### src/sv/mbsp_pkg.sv
// Shared types and constants of the MIDI byte stream parser.
package mbsp_pkg;

    // Parser modes; codes above the last member behave as normal mode.
    typedef enum logic [2:0] {
        MODE_NORMAL  = 3'd0,
        MODE_QFRAME  = 3'd1,
        MODE_SYSEX   = 3'd2,
        MODE_SX_RT   = 3'd3,
        MODE_SX_MTC  = 3'd4,
        MODE_SX_FULL = 3'd5
    } t_mode;

    // Controller states.
    typedef enum logic [2:0] {
        S_IDLE,
        S_DECODE,
        S_TC1,
        S_TC2,
        S_TC3,
        S_OUT_TC,
        S_OUT_EVT
    } t_state;

    // Result kinds.
    localparam logic [3:0] KIND_NOTE   = 4'd0;
    localparam logic [3:0] KIND_POLY   = 4'd1;
    localparam logic [3:0] KIND_CTRL   = 4'd2;
    localparam logic [3:0] KIND_PROG   = 4'd3;
    localparam logic [3:0] KIND_CPRESS = 4'd4;
    localparam logic [3:0] KIND_BEND   = 4'd5;
    localparam logic [3:0] KIND_SXBYTE = 4'd6;
    localparam logic [3:0] KIND_SXEND  = 4'd7;
    localparam logic [3:0] KIND_TC     = 4'd8;

    // Running message codes (status bits 6:4).
    localparam logic [2:0] MSG_NOTE_OFF = 3'd0;
    localparam logic [2:0] MSG_NOTE_ON  = 3'd1;
    localparam logic [2:0] MSG_POLY     = 3'd2;
    localparam logic [2:0] MSG_PROG     = 3'd4;
    localparam logic [2:0] MSG_CPRESS   = 3'd5;
    localparam logic [2:0] MSG_BEND     = 3'd6;
    localparam logic [2:0] MSG_SYSTEM   = 3'd7;

    // Special byte values.
    localparam logic [7:0] BYTE_SYSEX_START = 8'hF0;
    localparam logic [7:0] BYTE_QFRAME      = 8'hF1;
    localparam logic [7:0] BYTE_SYSEX_END   = 8'hF7;
    localparam logic [7:0] BYTE_REALTIME    = 8'hF8;
    localparam logic [7:0] BYTE_SUBID_RT    = 8'h7F;
    localparam logic [7:0] BYTE_SUBID_MTC   = 8'h01;

    // Frame rate codes and the time unit (1/600 s) per frame of each.
    localparam logic [1:0] RATE_24        = 2'd0;
    localparam logic [1:0] RATE_25        = 2'd1;
    localparam logic [4:0] TICKS_FRAME_24 = 5'd25;
    localparam logic [4:0] TICKS_FRAME_25 = 5'd24;
    localparam logic [4:0] TICKS_FRAME_30 = 5'd20;
    localparam int         TICKS_PER_SEC  = 600;
    localparam int         SECS_PER_MIN   = 60;
    localparam int         TIME_W         = 27;
    localparam logic [2:0] FULL_FRAME_LAST = 3'd4;

    // Commands from the controller to the datapath.
    typedef struct packed {
        logic accept;
        logic decode;
        logic tc1;
        logic tc2;
        logic tc3;
        logic load_tc;
        logic load_evt;
    } t_cmd;

    // Status from the datapath to the controller.
    typedef struct packed {
        logic dec_tc;
        logic dec_evt;
        logic evt_pend;
        logic out_free;
    } t_sts;

endpackage

### src/sv/mbsp_ctrl.sv
// Controller state machine of the MIDI byte stream parser.
module mbsp_ctrl (
    input  logic            i_clk,
    input  logic            i_rst_n,
    input  logic            i_rx_valid,
    output logic            o_rx_stall,
    input  mbsp_pkg::t_sts  i_sts,
    output mbsp_pkg::t_cmd  o_cmd
);

    mbsp_pkg::t_state r_state;
    mbsp_pkg::t_state n_state;

    always_ff @(posedge i_clk) begin
        if (!i_rst_n) begin
            r_state <= mbsp_pkg::S_IDLE;
        end else begin
            r_state <= n_state;
        end
    end

    always_comb begin
        n_state = r_state;
        unique case (r_state)
            mbsp_pkg::S_IDLE: begin
                if (i_rx_valid) n_state = mbsp_pkg::S_DECODE;
            end
            mbsp_pkg::S_DECODE: begin
                if (i_sts.dec_tc) begin
                    n_state = mbsp_pkg::S_TC1;
                end else if (i_sts.dec_evt) begin
                    n_state = mbsp_pkg::S_OUT_EVT;
                end else begin
                    n_state = mbsp_pkg::S_IDLE;
                end
            end
            mbsp_pkg::S_TC1: n_state = mbsp_pkg::S_TC2;
            mbsp_pkg::S_TC2: n_state = mbsp_pkg::S_TC3;
            mbsp_pkg::S_TC3: n_state = mbsp_pkg::S_OUT_TC;
            mbsp_pkg::S_OUT_TC: begin
                if (i_sts.out_free) begin
                    n_state = i_sts.evt_pend ? mbsp_pkg::S_OUT_EVT : mbsp_pkg::S_IDLE;
                end
            end
            mbsp_pkg::S_OUT_EVT: begin
                if (i_sts.out_free) n_state = mbsp_pkg::S_IDLE;
            end
            default: n_state = mbsp_pkg::S_IDLE;
        endcase
    end

    always_comb begin
        o_cmd      = '0;
        o_rx_stall = 1'b1;
        unique case (r_state)
            mbsp_pkg::S_IDLE: begin
                o_rx_stall   = 1'b0;
                o_cmd.accept = i_rx_valid;
            end
            mbsp_pkg::S_DECODE:  o_cmd.decode   = 1'b1;
            mbsp_pkg::S_TC1:     o_cmd.tc1      = 1'b1;
            mbsp_pkg::S_TC2:     o_cmd.tc2      = 1'b1;
            mbsp_pkg::S_TC3:     o_cmd.tc3      = 1'b1;
            mbsp_pkg::S_OUT_TC:  o_cmd.load_tc  = i_sts.out_free;
            mbsp_pkg::S_OUT_EVT: o_cmd.load_evt = i_sts.out_free;
            default: ;
        endcase
    end

    a_one_load: assert property (@(posedge i_clk) disable iff (!i_rst_n)
        !(o_cmd.load_tc && o_cmd.load_evt))
        else $error("both result loads issued together");

    a_load_free: assert property (@(posedge i_clk) disable iff (!i_rst_n)
        (o_cmd.load_tc || o_cmd.load_evt) |-> i_sts.out_free)
        else $error("result loaded into an occupied output register");

    a_accept_decode: assert property (@(posedge i_clk) disable iff (!i_rst_n)
        o_cmd.accept |=> (r_state == mbsp_pkg::S_DECODE))
        else $error("accepted byte not decoded next cycle");

    a_tc_chain: assert property (@(posedge i_clk) disable iff (!i_rst_n)
        o_cmd.tc1 |=> o_cmd.tc2 ##1 o_cmd.tc3)
        else $error("time computation steps out of order");

endmodule

### src/sv/mbsp_dp.sv
// Datapath of the MIDI byte stream parser: parse state, time arithmetic, output register.
module mbsp_dp (
    input  logic            i_clk,
    input  logic            i_rst_n,
    input  logic [7:0]      i_rx_byte,
    input  mbsp_pkg::t_cmd  i_cmd,
    output mbsp_pkg::t_sts  o_sts,
    input  logic            i_ev_stall,
    output logic            o_ev_valid,
    output logic [3:0]      o_event_kind,
    output logic [4:0]      o_midi_channel,
    output logic [6:0]      o_first_data,
    output logic [13:0]     o_event_value,
    output logic [1:0]      o_tc_rate,
    output logic [4:0]      o_tc_hours,
    output logic [7:0]      o_tc_minutes,
    output logic [7:0]      o_tc_seconds,
    output logic [7:0]      o_tc_frames,
    output logic            o_time_went_back,
    output logic            o_last_of_run
);

    localparam int TW = mbsp_pkg::TIME_W;

    // Parse state.
    logic [7:0]          r_byte;
    mbsp_pkg::t_mode     r_mode,      n_mode;
    logic [2:0]          r_run_msg,   n_run_msg;
    logic [4:0]          r_run_ch,    n_run_ch;
    logic [6:0]          r_held,      n_held;
    logic                r_held_vld,  n_held_vld;
    logic [2:0]          r_ff_idx,    n_ff_idx;
    logic [1:0]          r_rate,      n_rate;
    logic [4:0]          r_hours,     n_hours;
    logic [7:0]          r_minutes,   n_minutes;
    logic [7:0]          r_seconds,   n_seconds;
    logic [7:0]          r_frames,    n_frames;
    logic [TW-1:0]       r_prev;

    // Decode results.
    logic                dec_tc, dec_evt, tc_from_new;
    logic [3:0]          ev_kind;
    logic [4:0]          ev_ch;
    logic [6:0]          ev_fd;
    logic [13:0]         ev_val;

    // Pending event and time code snapshot.
    logic                r_evt_pend;
    logic [3:0]          r_ev_kind;
    logic [4:0]          r_ev_ch;
    logic [6:0]          r_ev_fd;
    logic [13:0]         r_ev_val;
    logic [1:0]          r_tc_rate;
    logic [4:0]          r_tc_hours;
    logic [7:0]          r_tc_minutes;
    logic [7:0]          r_tc_seconds;
    logic [7:0]          r_tc_frames;

    // Time arithmetic.
    logic [16:0]         r_acc;
    logic [12:0]         r_fu;
    logic                r_back;
    logic [4:0]          unit;
    logic [TW-1:0]       t_now;

    // Output register.
    logic                r_o_valid;
    logic [3:0]          r_o_kind;
    logic [4:0]          r_o_ch;
    logic [6:0]          r_o_fd;
    logic [13:0]         r_o_val;
    logic [1:0]          r_o_rate;
    logic [4:0]          r_o_hours;
    logic [7:0]          r_o_minutes;
    logic [7:0]          r_o_seconds;
    logic [7:0]          r_o_frames;
    logic                r_o_back;
    logic                r_o_last;

    always_comb begin
        n_mode     = r_mode;
        n_run_msg  = r_run_msg;
        n_run_ch   = r_run_ch;
        n_held     = r_held;
        n_held_vld = r_held_vld;
        n_ff_idx   = r_ff_idx;
        n_rate     = r_rate;
        n_hours    = r_hours;
        n_minutes  = r_minutes;
        n_seconds  = r_seconds;
        n_frames   = r_frames;
        dec_tc      = 1'b0;
        dec_evt     = 1'b0;
        tc_from_new = 1'b0;
        ev_kind     = mbsp_pkg::KIND_NOTE;
        ev_ch       = r_run_ch;
        ev_fd       = '0;
        ev_val      = '0;
        // Real-time bytes leave every piece of state alone.
        if (r_byte < mbsp_pkg::BYTE_REALTIME) begin
            case (r_mode) inside
                mbsp_pkg::MODE_QFRAME: begin
                    n_mode = mbsp_pkg::MODE_NORMAL;
                    case (r_byte[7:4])
                        4'd0: begin
                            dec_tc   = 1'b1;
                            n_frames = {r_frames[7:4], r_byte[3:0]};
                        end
                        4'd1: n_frames  = {r_byte[3:0], r_frames[3:0]};
                        4'd2: n_seconds = {r_seconds[7:4], r_byte[3:0]};
                        4'd3: n_seconds = {r_byte[3:0], r_seconds[3:0]};
                        4'd4: n_minutes = {r_minutes[7:4], r_byte[3:0]};
                        4'd5: n_minutes = {r_byte[3:0], r_minutes[3:0]};
                        4'd6: n_hours   = {r_hours[4], r_byte[3:0]};
                        4'd7: begin
                            n_hours = {r_byte[0], r_hours[3:0]};
                            n_rate  = r_byte[2:1];
                        end
                        default: ;
                    endcase
                end
                mbsp_pkg::MODE_SYSEX: begin
                    if (r_byte == mbsp_pkg::BYTE_SYSEX_END) begin
                        n_mode  = mbsp_pkg::MODE_NORMAL;
                        dec_evt = 1'b1;
                        ev_kind = mbsp_pkg::KIND_SXEND;
                        ev_ch   = '0;
                    end else if (r_byte == mbsp_pkg::BYTE_SUBID_RT) begin
                        n_mode = mbsp_pkg::MODE_SX_RT;
                    end
                end
                mbsp_pkg::MODE_SX_RT, mbsp_pkg::MODE_SX_MTC: begin
                    dec_evt = 1'b1;
                    ev_ch   = '0;
                    if (r_byte == mbsp_pkg::BYTE_SYSEX_END) begin
                        n_mode  = mbsp_pkg::MODE_NORMAL;
                        ev_kind = mbsp_pkg::KIND_SXEND;
                    end else begin
                        ev_kind = mbsp_pkg::KIND_SXBYTE;
                        ev_val  = {6'd0, r_byte};
                        if (r_byte == mbsp_pkg::BYTE_SUBID_MTC) begin
                            if (r_mode == mbsp_pkg::MODE_SX_RT) begin
                                n_mode = mbsp_pkg::MODE_SX_MTC;
                            end else begin
                                n_mode   = mbsp_pkg::MODE_SX_FULL;
                                n_ff_idx = '0;
                            end
                        end
                    end
                end
                mbsp_pkg::MODE_SX_FULL: begin
                    case (r_ff_idx)
                        3'd0: begin
                            n_rate  = r_byte[6:5];
                            n_hours = r_byte[4:0];
                        end
                        3'd1: n_minutes = r_byte;
                        3'd2: n_seconds = r_byte;
                        3'd3: n_frames  = r_byte;
                        default: ;
                    endcase
                    if (r_ff_idx < mbsp_pkg::FULL_FRAME_LAST) n_ff_idx = r_ff_idx + 3'd1;
                    dec_evt = 1'b1;
                    ev_ch   = '0;
                    if (r_byte == mbsp_pkg::BYTE_SYSEX_END) begin
                        // Time code first, built from the fields just stored.
                        dec_tc      = 1'b1;
                        tc_from_new = 1'b1;
                        ev_kind     = mbsp_pkg::KIND_SXEND;
                        n_mode      = mbsp_pkg::MODE_NORMAL;
                    end else begin
                        ev_kind = mbsp_pkg::KIND_SXBYTE;
                        ev_val  = {6'd0, r_byte};
                    end
                end
                default: begin
                    n_mode = mbsp_pkg::MODE_NORMAL;
                    if (r_byte == mbsp_pkg::BYTE_QFRAME) begin
                        n_mode = mbsp_pkg::MODE_QFRAME;
                    end else if (r_byte == mbsp_pkg::BYTE_SYSEX_START) begin
                        n_mode = mbsp_pkg::MODE_SYSEX;
                    end else if (r_byte[7]) begin
                        n_run_msg  = r_byte[6:4];
                        n_run_ch   = {1'b0, r_byte[3:0]} + 5'd1;
                        n_held_vld = 1'b0;
                    end else begin
                        case (r_run_msg)
                            mbsp_pkg::MSG_PROG: begin
                                dec_evt = 1'b1;
                                ev_kind = mbsp_pkg::KIND_PROG;
                                ev_val  = {7'd0, r_byte[6:0]};
                            end
                            mbsp_pkg::MSG_CPRESS: begin
                                dec_evt = 1'b1;
                                ev_kind = mbsp_pkg::KIND_CPRESS;
                                ev_val  = {7'd0, r_byte[6:0]};
                            end
                            mbsp_pkg::MSG_SYSTEM: ;
                            default: begin
                                if (!r_held_vld) begin
                                    n_held     = r_byte[6:0];
                                    n_held_vld = 1'b1;
                                end else begin
                                    n_held_vld = 1'b0;
                                    dec_evt    = 1'b1;
                                    ev_fd      = r_held;
                                    ev_val     = {7'd0, r_byte[6:0]};
                                    case (r_run_msg)
                                        mbsp_pkg::MSG_NOTE_OFF: begin
                                            ev_kind = mbsp_pkg::KIND_NOTE;
                                            ev_val  = '0;
                                        end
                                        mbsp_pkg::MSG_BEND: begin
                                            ev_kind = mbsp_pkg::KIND_BEND;
                                            ev_fd   = '0;
                                            ev_val  = {r_byte[6:0], r_held};
                                        end
                                        mbsp_pkg::MSG_NOTE_ON: ev_kind = mbsp_pkg::KIND_NOTE;
                                        mbsp_pkg::MSG_POLY:    ev_kind = mbsp_pkg::KIND_POLY;
                                        default:               ev_kind = mbsp_pkg::KIND_CTRL;
                                    endcase
                                end
                            end
                        endcase
                    end
                end
            endcase
        end
    end

    always_comb begin
        unique case (r_tc_rate)
            mbsp_pkg::RATE_24: unit = mbsp_pkg::TICKS_FRAME_24;
            mbsp_pkg::RATE_25: unit = mbsp_pkg::TICKS_FRAME_25;
            default:           unit = mbsp_pkg::TICKS_FRAME_30;
        endcase
    end

    assign t_now = TW'(r_acc) * TW'(mbsp_pkg::TICKS_PER_SEC) + TW'(r_fu);

    // Control state of the parser.
    always_ff @(posedge i_clk) begin
        if (!i_rst_n) begin
            r_mode     <= mbsp_pkg::MODE_NORMAL;
            r_run_msg  <= mbsp_pkg::MSG_NOTE_OFF;
            r_run_ch   <= '0;
            r_held     <= '0;
            r_held_vld <= 1'b0;
            r_ff_idx   <= '0;
            r_rate     <= '0;
            r_hours    <= '0;
            r_minutes  <= '0;
            r_seconds  <= '0;
            r_frames   <= '0;
            r_prev     <= '0;
            r_o_valid  <= 1'b0;
        end else begin
            if (i_cmd.decode) begin
                r_mode     <= n_mode;
                r_run_msg  <= n_run_msg;
                r_run_ch   <= n_run_ch;
                r_held     <= n_held;
                r_held_vld <= n_held_vld;
                r_ff_idx   <= n_ff_idx;
                r_rate     <= n_rate;
                r_hours    <= n_hours;
                r_minutes  <= n_minutes;
                r_seconds  <= n_seconds;
                r_frames   <= n_frames;
            end
            if (i_cmd.tc3) r_prev <= t_now;
            if (i_cmd.load_tc || i_cmd.load_evt) begin
                r_o_valid <= 1'b1;
            end else if (!i_ev_stall) begin
                r_o_valid <= 1'b0;
            end
        end
    end

    // Payload registers.
    always_ff @(posedge i_clk) begin
        if (i_cmd.accept) r_byte <= i_rx_byte;
        if (i_cmd.decode) begin
            r_evt_pend <= dec_evt;
            r_ev_kind  <= ev_kind;
            r_ev_ch    <= ev_ch;
            r_ev_fd    <= ev_fd;
            r_ev_val   <= ev_val;
            if (tc_from_new) begin
                r_tc_rate    <= n_rate;
                r_tc_hours   <= n_hours;
                r_tc_minutes <= n_minutes;
                r_tc_seconds <= n_seconds;
                r_tc_frames  <= n_frames;
            end else begin
                r_tc_rate    <= r_rate;
                r_tc_hours   <= r_hours;
                r_tc_minutes <= r_minutes;
                r_tc_seconds <= r_seconds;
                r_tc_frames  <= r_frames;
            end
        end
        if (i_cmd.tc1) begin
            r_acc <= 17'(12'(r_tc_hours) * 12'(mbsp_pkg::SECS_PER_MIN) + 12'(r_tc_minutes));
            r_fu  <= ({5'd0, r_tc_frames} + 13'd2) * 13'(unit);
        end
        if (i_cmd.tc2) begin
            r_acc <= r_acc * 17'(mbsp_pkg::SECS_PER_MIN) + 17'(r_tc_seconds);
        end
        if (i_cmd.tc3) r_back <= (t_now < r_prev);
        if (i_cmd.load_tc) begin
            r_o_kind    <= mbsp_pkg::KIND_TC;
            r_o_ch      <= '0;
            r_o_fd      <= '0;
            r_o_val     <= '0;
            r_o_rate    <= r_tc_rate;
            r_o_hours   <= r_tc_hours;
            r_o_minutes <= r_tc_minutes;
            r_o_seconds <= r_tc_seconds;
            r_o_frames  <= r_tc_frames;
            r_o_back    <= r_back;
            r_o_last    <= !r_evt_pend;
        end else if (i_cmd.load_evt) begin
            r_o_kind    <= r_ev_kind;
            r_o_ch      <= r_ev_ch;
            r_o_fd      <= r_ev_fd;
            r_o_val     <= r_ev_val;
            r_o_rate    <= '0;
            r_o_hours   <= '0;
            r_o_minutes <= '0;
            r_o_seconds <= '0;
            r_o_frames  <= '0;
            r_o_back    <= 1'b0;
            r_o_last    <= 1'b1;
        end
    end

    assign o_sts.dec_tc   = dec_tc;
    assign o_sts.dec_evt  = dec_evt;
    assign o_sts.evt_pend = r_evt_pend;
    assign o_sts.out_free = !r_o_valid || !i_ev_stall;

    assign o_ev_valid       = r_o_valid;
    assign o_event_kind     = r_o_kind;
    assign o_midi_channel   = r_o_ch;
    assign o_first_data     = r_o_fd;
    assign o_event_value    = r_o_val;
    assign o_tc_rate        = r_o_rate;
    assign o_tc_hours       = r_o_hours;
    assign o_tc_minutes     = r_o_minutes;
    assign o_tc_seconds     = r_o_seconds;
    assign o_tc_frames      = r_o_frames;
    assign o_time_went_back = r_o_back;
    assign o_last_of_run    = r_o_last;

endmodule

### src/sv/midi_byte_stream_parser_unit.sv
// Top level of the MIDI byte stream parser: controller plus datapath.
//
//  Channel   Direction  Handshake                Payload
//  rx        in         i_rx_valid / o_rx_stall  i_rx_byte
//  ev        out        o_ev_valid / i_ev_stall  o_event_kind ... o_last_of_run
//
//  A byte with no result goes through decode only; a channel or sysex event
//  then goes to the event output state. A time code result goes through the
//  three-step constant multiply chain that forms the 1/600 s time; a sysex end
//  after it is output next. A stalled output register holds results and input.
//  Reset is synchronous; after it the parser is in normal mode, note-off, channel 0.
module midi_byte_stream_parser_unit (
    input  logic        i_clk,
    input  logic        i_rst_n,
    input  logic        i_rx_valid,
    output logic        o_rx_stall,
    input  logic [7:0]  i_rx_byte,
    output logic        o_ev_valid,
    input  logic        i_ev_stall,
    output logic [3:0]  o_event_kind,
    output logic [4:0]  o_midi_channel,
    output logic [6:0]  o_first_data,
    output logic [13:0] o_event_value,
    output logic [1:0]  o_tc_rate,
    output logic [4:0]  o_tc_hours,
    output logic [7:0]  o_tc_minutes,
    output logic [7:0]  o_tc_seconds,
    output logic [7:0]  o_tc_frames,
    output logic        o_time_went_back,
    output logic        o_last_of_run
);

    mbsp_pkg::t_cmd cmd;
    mbsp_pkg::t_sts sts;

    mbsp_ctrl u_ctrl (
        .i_clk      (i_clk),
        .i_rst_n    (i_rst_n),
        .i_rx_valid (i_rx_valid),
        .o_rx_stall (o_rx_stall),
        .i_sts      (sts),
        .o_cmd      (cmd)
    );

    mbsp_dp u_dp (
        .i_clk            (i_clk),
        .i_rst_n          (i_rst_n),
        .i_rx_byte        (i_rx_byte),
        .i_cmd            (cmd),
        .o_sts            (sts),
        .i_ev_stall       (i_ev_stall),
        .o_ev_valid       (o_ev_valid),
        .o_event_kind     (o_event_kind),
        .o_midi_channel   (o_midi_channel),
        .o_first_data     (o_first_data),
        .o_event_value    (o_event_value),
        .o_tc_rate        (o_tc_rate),
        .o_tc_hours       (o_tc_hours),
        .o_tc_minutes     (o_tc_minutes),
        .o_tc_seconds     (o_tc_seconds),
        .o_tc_frames      (o_tc_frames),
        .o_time_went_back (o_time_went_back),
        .o_last_of_run    (o_last_of_run)
    );

endmodule
### config.mk
export PLATFORM = sky130hd
export DESIGN_NAME = midi_byte_stream_parser_unit
export DESIGN_NICKNAME = d
export VERILOG_FILES = /design/src/sv/mbsp_pkg.sv /design/src/sv/mbsp_ctrl.sv /design/src/sv/mbsp_dp.sv /design/src/sv/midi_byte_stream_parser_unit.sv
export SDC_FILE = /design/constraint.sdc
export NUM_CORES = 1
export LEC_CHECK = 0
export BUFFER_PORTS_ARGS = -buffer_cell sky130_fd_sc_hd__buf_4
export CAP_MARGIN = 20
export CORE_UTILIZATION = 55
export CTS_CLUSTER_DIAMETER = 100
export CTS_CLUSTER_SIZE = 28
export DETAILED_ROUTE_END_ITERATION = 8
export MAX_ROUTING_LAYER = met4
export PLACE_DENSITY = 0.72
export RECOVER_POWER = 100
export SYNTH_ARGS = -nofsm -noshare
export SYNTH_HDL_FRONTEND = slang
export SYNTH_HIERARCHICAL = 1
export SYNTH_SLANG_ARGS = --single-unit
### constraint.sdc
create_clock -name i_clk -period 15.2 [get_ports i_clk]
set_input_delay 0.76 -clock i_clk [delete_from_list [all_inputs] [get_ports i_clk]]
set_output_delay 0.76 -clock i_clk [all_outputs]
set_load 0.02 [all_outputs]
* Yosys cells after proc, flatten, opt, wreduce, memory -nomap -nowiden
Index checks and enable logic that the tools add are counted.
Operators by class: $add $sub $neg 6, multiply operators 4, order comparisons 3, equality and inequality tests 44, multiplexer cells 138, bitwise gates (word level) 10, reduce and logical (&&, ||, !) cells 27
Operators with widths (number):
- 8-bit 2-to-1 mux | 26
- 14-bit 2-to-1 mux | 6
- 5-bit 2-to-1 mux | 15
- 3-bit 2-to-1 mux | 23
- 14-bit case mux with 2 select lines | 2
- 8-bit case mux with 2 select lines | 3
- 1-bit 2-to-1 mux | 37
- 17-bit 2-to-1 mux | 2
- 4-bit 2-to-1 mux | 7
- 27-bit by 13-bit adder with 27-bit output | 1
- 3-bit equality test (second input constant) | 9
- 27-bit less-than comparator | 1
- 9-bit AND reduction | 3
- 8-bit equality test (second input constant) | 3
- 17-bit by 7-bit multiplier with 24-bit output (second input constant) | 1
- 2-bit 2-to-1 mux | 11
- 3-bit by 2-bit equality test with 1-bit output (second input constant) | 7
- 3-bit case mux with 7 select lines | 1
- 17-bit by 8-bit adder with 17-bit output | 1
- 17-bit by 4-bit multiplier with 15-bit output (second input constant) | 1
- 4-bit by 3-bit equality test with 1-bit output (second input constant) | 4
- 14-bit OR reduction | 1
- 13-bit by 5-bit multiplier with 13-bit output | 1
- 11-bit by 8-bit adder with 12-bit output | 1
- other kinds (34) | 65
Word-level totals: flip-flop bits (word level) 248, bits of input ports 12, output and inout bits 65, word-level logic and storage cells 271

* Depth between registers and ports, before layout
Gate-level depths: netlist of the first run.
depth in word-level cells 14, depth in mapped cells 28, depth with buffers taken out 28

* By module
The synthesis of the first run kept the hierarchy.
Modules (own cells, without submodules):
- mbsp_dp | times used 1, cells an instance 1756, area an instance 17048.9 um^2, seq. area each 6216.0 um^2
- mbsp_ctrl | times used 1, cells an instance 37, area an instance 254.0 um^2, seq. area each 60.1 um^2

* Worst setup path after synthesis of the first run
Ideal clock, no wire load.
path kind reg2reg, start register u_dp.r_acc[5], end register u_dp.r_back, data pin, setup time 0.167 ns, arrival 5.705 ns, required time 15.033 ns, setup slack 9.328 ns, cell stages (with the launch flop) 27, path buffers 1, clock period less this slack 5.872 ns, cell sequence edfxtp_1 ha_1 ha_1 fa_1 inv_1 fa_1 inv_1 ha_1 buf_2 a211oi_2 o21ai_2 a31oi_4 xnor2_2 nor3b_2 nand4_2 nor3_1 xor2_1 ha_1 a21o_1 a21o_1 a21o_1 a21o_1 a21oi_1 nor2b_1 o21ai_0 nand2b_1 a211oi_1
On the way: cells in the longest elaborated chain, start to end 3
Ends and longest elaborated chain:
- start, declared | line mbsp_dp.sv:60 | logic [16:0] r_acc;
- start signal, assigned | line mbsp_dp.sv:304 | r_acc <= 17'(12'(r_tc_hours) * 12'(mbsp_pkg::SECS_PER_MIN) + 12'(r_tc_minutes));
- start signal, assigned | line mbsp_dp.sv:308 | r_acc <= r_acc * 17'(mbsp_pkg::SECS_PER_MIN) + 17'(r_tc_seconds);
- 17-bit by 7-bit multiplier with 24-bit output | line mbsp_dp.sv:239 | assign t_now = TW'(r_acc) * TW'(mbsp_pkg::TICKS_PER_SEC) + TW'(r_fu);
- 27-bit by 13-bit adder with 27-bit output | line mbsp_dp.sv:239
- via u_dp.t_now[20] | line mbsp_dp.sv:64 | logic [TW-1:0] t_now;
- 27-bit less-than comparator | line mbsp_dp.sv:310 | if (i_cmd.tc3) r_back <= (t_now < r_prev);
- end signal, assigned | line mbsp_dp.sv:310
- end, declared | line mbsp_dp.sv:62 | logic r_back;
The timed path passes the listed nets, and every way through them passes these cells. A chain may end at the register's enable or synchronous reset.

* Final worst setup path of the first run
start register u_dp.r_acc[4], end register u_dp.r_back, data pin
Same word-level chain as after synthesis.

==> impl_results.md, run 1 <==
- Max Root-Sink Buffers: 3
- Final net count: 2071
- Final setup fails: 0
- Clock skew: 0.04596 ns
- YS warnings: 6
- Total track usage: 25.02%
- Drc violations: 0
- WP data required: 15.52 ns
- Clk sink count: 247
- CORE AREA: 30750 um^2
- Final Hold Viols: 0
- Critical Path End Type: flip-flop
- CP max stage delay: 0.64 ns
- Fmax: 149.9 MHz
- Wire per inst: 17.19 um
- Share of cells above drive strength 1: 4.543%
- Vias in the first global route: 12520
- H-tree levels: 1
- HPWL Detailed: 28.52 mm
- Critical path class: reg -> reg
- CTS tree: done
- Setup Buffers After CTS: 0
- Commonest non-fill, non-tap cell in the layout: nor2_1
- Violated checks: max-capacitance violations, max-slew violations
- Leak Pwr: 7.577 nW
- IO Pins: 77
- Setup_tns: 0 ns
- Area of the multi-input gates: 10020 um^2
- First-pass GRT wire length: 62.36 mm
- RSZ-0062 raised after global routing: false
- Synth Area per Inst: 9.650 um^2
- TritonRoute pass-1 iters: 7
- Syn_nets: 2045
- Register area: 6276 um^2
- IO buf count: 76
- Worst-Skew Late Latency: 0.52 ns
- Die width: 179.4 um
- Register area share after synthesis: 36.27%
- Outcome: finished, violations left
- GR Overflow Total: 0
- Die area: 32170 um^2
- FILL cells: 2631
- Chip Height: 179.4 um
- Final Max Tran Viols: 311
- CTS resizes: 0
- Post-Synthesis Cells: 1793
- Hold Crit Class: in -> reg
- Root Driver: clkbuf_16
- Gpl congestion: 0.9199
- CP max FO: 8
- Flops & latches, synth: 247
- Period utilization: 43.90%
- Crit-path slowest cell: a221oi_1
- Worst setup SP type: flip-flop
- Top_reg_cell synth: edfxtp_1
- Initial antenna violation count: 0
- Worst EP arrival: 6.99 ns
- Via/cell ratio: 5.767
- Actual slew at the worst max-slew pin: 3.564 ns
- Most frequent cells in the layout: 184 x nor2_1, 183 x inv_1, 171 x ha_1
- VDD IR max: 0.09967 mV
- Vias: 12820
- Post-Syn Area: 17300 um^2
- Row Count: 64
- Initial DRC Count: 725
- Largest net degree at the start of global routing: 70
- Ant. Diodes: 0
- P per Cell Area: 80.52 nW/um^2
- Worst-path clk slew: 0.11 ns
- Final ANT Viol Nets: 0
- Synth cell types: 88
- Starting Density: 56.27%
- Fin crit period: 6.672 ns
- Max_slew headroom: -137.6%
- FFs w/ async S/R, synth: 0%
- TritonCTS Buffers: 14
- Worst hold slack: 0.4375 ns
- Final WL: 38.21 mm
- Post-CTS Hold Buffers: 0
- Number of synthesized flops with an enable pin: 133
- Maximum Capacitance Violations: 7
- Layout area overhead: 5.857%
==> state kept, by name (all words and copies together), names as in the netlist, 7 cells and up <==
register            flops
u_dp/r_tc_minutes       8
u_dp/r_prev            27
u_dp/r_seconds          8
u_dp/r_minutes          8
u_dp/r_tc_frames        8
u_dp/r_acc             17
u_dp/r_byte             8
u_dp/o_tc_minutes       8
u_dp/r_tc_seconds       8
u_dp/r_held             7
u_dp/r_ev_fd            7
u_dp/r_frames           8
u_dp/o_first_data       7
u_dp/o_tc_seconds       8
u_dp/o_event_value     14
u_dp/r_fu              13
u_dp/r_ev_val          14
u_dp/o_tc_frames        8
==> worst paths after layout <==
kind / startpoint / endpoint / slack [ns] / cells after the start
max: u_dp/r_acc[4] / u_dp/r_back / 8.53 / 27
min: i_rx_byte[3] / u_dp/r_byte[3] / 0.44 / 1
max reg2reg: u_dp/r_acc[4] / u_dp/r_back / 8.53 / 27
min reg2reg: u_dp/o_event_kind[3] / u_dp/o_event_kind[3] / 0.48 / 1
==> power by group <==
part / internal, W / total [W] / switching, W
Combinational: 0.000126 / 0.000304 / 0.000178
Sequential: 0.000725 / 0.000747 / 0.0000223
Clock: 0.000189 / 0.000423 / 0.000235
Total: 0.00104 / 0.00147 / 0.000435
==> through the flow <==
stage / setup WS (ns) / power (W) / util, % / cell area (um^2) / std cells
after detailed placement: 8.831 / 0.001066 / 59.07 / 18160 / 2199
after floorplan: 9.328 / 0.0009933 / - / 17300 / 1793
after global routing: 7.991 / 0.001553 / 59.57 / 18320 / 2223
after CTS: 8.741 / 0.001492 / 60.58 / 18630 / 2223
final: 8.528 / 0.001475 / 59.57 / 18320 / 2223
after global placement: 8.986 / 0.001058 / 59.07 / 18160 / 2199
==> cell type report <==
type	count	share of cell area [%]
sequential	247	34.26
multi-input combinational	1285	54.72
inverter	186	3.812
clock buffer	19	2.070
clock inverter	5	0.4577
timing repair buffer	85	1.967
tap	396	2.705
==> critical path: cells and delay by family, from the launching register on <==
kind | cells | cell delay [ns]
DFF | 1 | 0.59
and+or+nand+nor | 5 | 0.44
adders and majority gates | 7 | 2.63
xor gates and xnor gates | 2 | 0.37
buffers and inverters | 2 | 0.10
AOI/OAI and AO/OA | 11 | 2.33
==> layer usage <==
metal | GRT usage [%] | wire length [um] | share of wire [%]
met1 | 30.63 | 16460 | 43
met2 | 43.04 | 18770 | 49
met3 | 2.679 | 1657 | 4.3
met4 | 8.298 | 1321 | 3.5
met5 | - | 0 | 0
==> synth_stat cells, types with 13 or more instances <==
cell type	n	area share, %
mux2i_1	53	3.1
nand3_1	25	0.72
and2_1	57	2.1
a211oi_1	15	0.65
fa_1	69	8.0
o21a_1	14	0.61
xor2_1	24	1.2
nand2_1	108	2.3
a21o_1	32	1.4
nor2_1	185	4.0
a22o_1	14	0.71
a21oi_1	107	3.1
and3_1	16	0.58
clkbuf_1	60	1.3
a22oi_1	14	0.61
nor3_1	37	1.1
dfxtp_1	114	13
nand2b_1	16	0.58
xnor2_1	62	3.1
inv_1	182	3.9
nand4_1	13	0.47
edfxtp_1	133	23
nor2b_1	17	0.61
ha_1	171	12
o21ai_0	75	2.2
==> kinds of logic after synthesis <==
family / count (synthesis) / share of synthesized area (%)
AND/OR/NAND/NOR: 514 / 14.16
adder cells (fa/ha/maj): 240 / 20.35
buffers and inverters: 261 / 5.807
multiplexers: 65 / 3.847
flip-flops: 247 / 36.27
other: 1 / 0.02167
XOR/XNOR: 90 / 4.729
AO/OA/AOI/OAI: 375 / 14.82
(Power assumes the default switching activity.)
==> run 2: changes to the inputs <==
clock period = 6.8 ns   (was 15.2 ns; I/O delays follow)
==> run 2 against run 1 <==
The flow still finishes with violations (max-capacitance violations, max-slew violations); cell area up 0.96%; non-clock buffer count up 14; critical path type unchanged; largest cell class unchanged; clock skew down 0.022 ns; first-iteration DRC count down 12%; flip-flop and latch count unchanged; combinational power up 130%.
==> impl_results.md, run 2 (synthesis gave the netlist of run 1 again) <==
- Outcome: finished, violations left
- Violated checks: max-capacitance violations, max-slew violations
- IO buf count: 76 (unchanged)
- CORE AREA: 30750 um^2 (unchanged)
- Setup Buffers After CTS: 0 (unchanged)
- Flop pwr share: 49.3% (-1.3 points)
- WP buf/inv: 2 (unchanged)
- Crit-path slowest cell: a211oi_1
- Share of cells above drive strength 1: 5.046% (+0.50 points)
- Hold Crit Class: in -> reg
- Vias in the first global route: 12630 (+0.85%)
- Gate power share: 20.5% (about the same)
- Finished Core Util: 60.14% (+0.57 points)
- RSZ-0062 raised after global routing: false
- TritonRoute pass-1 iters: 8 (+1)
- Switching share of power: 30.38% (+0.87 points)
- Final net count: 2086 (+0.72%)
- P per Cell Area: 182.8 nW/um^2 (+130%)
- IO Pins: 77 (unchanged)
- Fmax: 156.7 MHz (+4.5%)
- Max_slew headroom: -91.96% (+46 points)
- Final Cell Area: 18490 um^2 (+0.96%)
- Placed Area: 18210 um^2 (+0.23%)
- FILL cells: 2705 (+2.8%)
- Root Driver: clkbuf_16
- CTS tree: done
- Hold_sp: i_rx_byte[6]
- Area of the multi-input gates: 10030 um^2 (about the same)
- Fin crit period: 6.383 ns (-0.2894 ns)
- Fin worst setup slack: 0.4172 ns (-8.111 ns)
- Clk sink count: 247 (unchanged)
- Vias: 12760 (-0.48%)
- Largest net degree at the start of global routing: 64 (-8.6%)
- Worst EP arrival: 6.64 ns (-0.35 ns)
- Final ANT Viol Nets: 0 (unchanged)
- Critical path's most frequent cell: ha_1
- Setup_tns: 0 ns (unchanged)
- GR Overflow Total: 0 (unchanged)
- Max reg flops: 27 (unchanged)
- CP max FO: 8 (unchanged)
- Drc violations: 0 (unchanged)
- Total track usage: 25.22% (+0.20 points)
- Initial antenna violation count: 1 (+1)
- Final Hold Viols: 0 (unchanged)
- CP max stage delay: 0.75 ns (+0.11 ns)
- Register area: 6276 um^2 (unchanged)
- H-tree levels: 1 (unchanged)
- Row Count: 64 (unchanged)
- Wire per inst: 17.10 um (-0.51%)
- Period utilization: 93.86% (+50 points)
- Clock skew: 0.02442 ns (-0.02154 ns)
- Critical Path End Type: flip-flop
- Maximum Capacitance Violations: 5 (-2)
- Internal power: 0.002354 W (+130%)
- Worst setup path startpoint: u_dp/r_acc[9]
- Clock Power Share: 30.2% (+1.5 points)
- Final WL: 38.31 mm (+0.25%)
- Chip Height: 179.4 um (unchanged)
- Worst setup SP type: flip-flop
- Top Registers: u_dp/r_prev x27, u_dp/r_acc x17
- Crit path max-delay family: adder cells
- Switching component of the power: 0.001027 W (+140%)
- Leak Pwr: 7.657 nW (+1.1%)
- Dpl ws: 0.5241 ns (-8.306 ns)
- Starting Density: 56.27% (unchanged)
- Worst-Skew Late Latency: 0.52 ns (about the same)
- Initial DRC Count: 635 (-12%)
- Reg-to-Reg Start: u_dp/r_acc[9]
- TritonCTS Buffers: 15 (+1)
- VDD IR max: 0.2526 mV (+150%)
- Gpl congestion: 0.9373 (+1.9%)
- Final setup fails: 0 (unchanged)
- Actual slew at the worst max-slew pin: 2.879 ns (-0.6842 ns)
- First-pass GRT wire length: 62.69 mm (+0.53%)
- Most frequent cells in the layout: 183 x nor2_1, 183 x inv_1, 171 x ha_1
- Via/cell ratio: 5.696 (-1.2%)
- Die area: 32170 um^2 (unchanged)
- Die width: 179.4 um (unchanged)
- Reg with most FFs: u_dp/r_prev
- CP cell instances: ha_1 -> ha_1 -> fa_1 -> inv_1 -> fa_1 -> inv_1 -> ha_1 -> a21oi_1 -> nor2_1 -> a21oi_1 -> and3_1 -> o2111a_1 -> o211ai_2 -> a211oi_1 -> nand4_1 -> xnor2_1 -> ha_1 -> nand4_1 -> nor4_1 -> a211oi_1
- Final Max Tran Viols: 199 (-36%)
- WP data required: 7.05 ns (-8.47 ns)
- Max Root-Sink Buffers: 3 (unchanged)
- Worst-path clk slew: 0.10 ns (about the same)
- Critical path class: reg -> reg
- CTS resizes: 0 (unchanged)
- HPWL Detailed: 28.52 mm (about the same)
- Layout area overhead: 6.877%
==> run 2: cell types whose count changed in the layout (fill, tap and decap cells not counted), sizes merged <==
cell | before | now
diode | 0 | 1
inv | 186 | 188
clkbuf | 101 | 102
buf | 3 | 9
dlygate4sd3 | 0 | 7
==> run 2: worst reg2reg max path, cell delays in order, from the launching register on <==
cell and delay, ns:
edfxtp_1 0.59, ha_1 0.38, ha_1 0.30, fa_1 0.53
inv_1 0.05, fa_1 0.49, inv_1 0.04, ha_1 0.37
a21oi_1 0.38, nor2_1 0.09, a21oi_1 0.23, and3_1 0.26
o2111a_1 0.24, o211ai_2 0.12, a211oi_1 0.75, nand4_1 0.23
xnor2_1 0.19, ha_1 0.33, nand4_1 0.13, nor4_1 0.30
a211oi_1 0.11
==> run 2: power groups by stage <==
stage          Sequential, W  Combinational, W  Clock [W]
2_1_floorplan        0.00168          0.000545          0
3_3_place_gp         0.00170          0.000671          0
3_5_place_dp         0.00170          0.000691          0
4_1_cts              0.00167          0.000698    0.00105
5_1_grt              0.00167          0.000779    0.00109
6_report             0.00167          0.000693    0.00102
==> run 2: path summary, 6_finish.rpt <==
path	end	slack [ns]	cells after the start
max reg2reg	u_dp/r_back	0.42	20
max	u_dp/r_back	0.42	20
min reg2reg	u_dp/o_event_kind[3]	0.46	1
min	u_dp/r_byte[6]	0.04	1
==> run 2: final cells by class <==
type	instances	share of cell area, %
Clock inverter	7	0.6631
Sequential cell	247	33.94
Timing Repair Buffer	99	2.598
Clock buffer	19	2.111
Inverter	186	3.775
Tap cell	396	2.679
Antenna cell	1	0.01353
Multi-Input combinational cell	1285	54.22
==> run 2: stage by stage <==
step	total power [W]	hold WS, ns	std cells
finish	0.003381	0.04485	2240
detailed placement	0.002390	0.4459	2204
CTS	0.003417	0.001725	2237
global placement	0.002370	0.4431	2203
global route	0.003541	0.03394	2240
floorplan	0.002220	0.4389	1793
==> run 2: what timing repair did <==
item                                   in CTS  in global routing
setup endpoints to repair                   0                  0
endpoints found under the hold margin       7                  0
hold buffers                                7                  0
==> run 2: per-layer routing <==
metal	vias up	global-route usage, %	share of wire, %
met5	-	-	0
met4	0	8.088	3.0
met3	65	2.300	4.1
met2	286	44.15	50
met1	6122	30.61	43
li1	6287	-	-
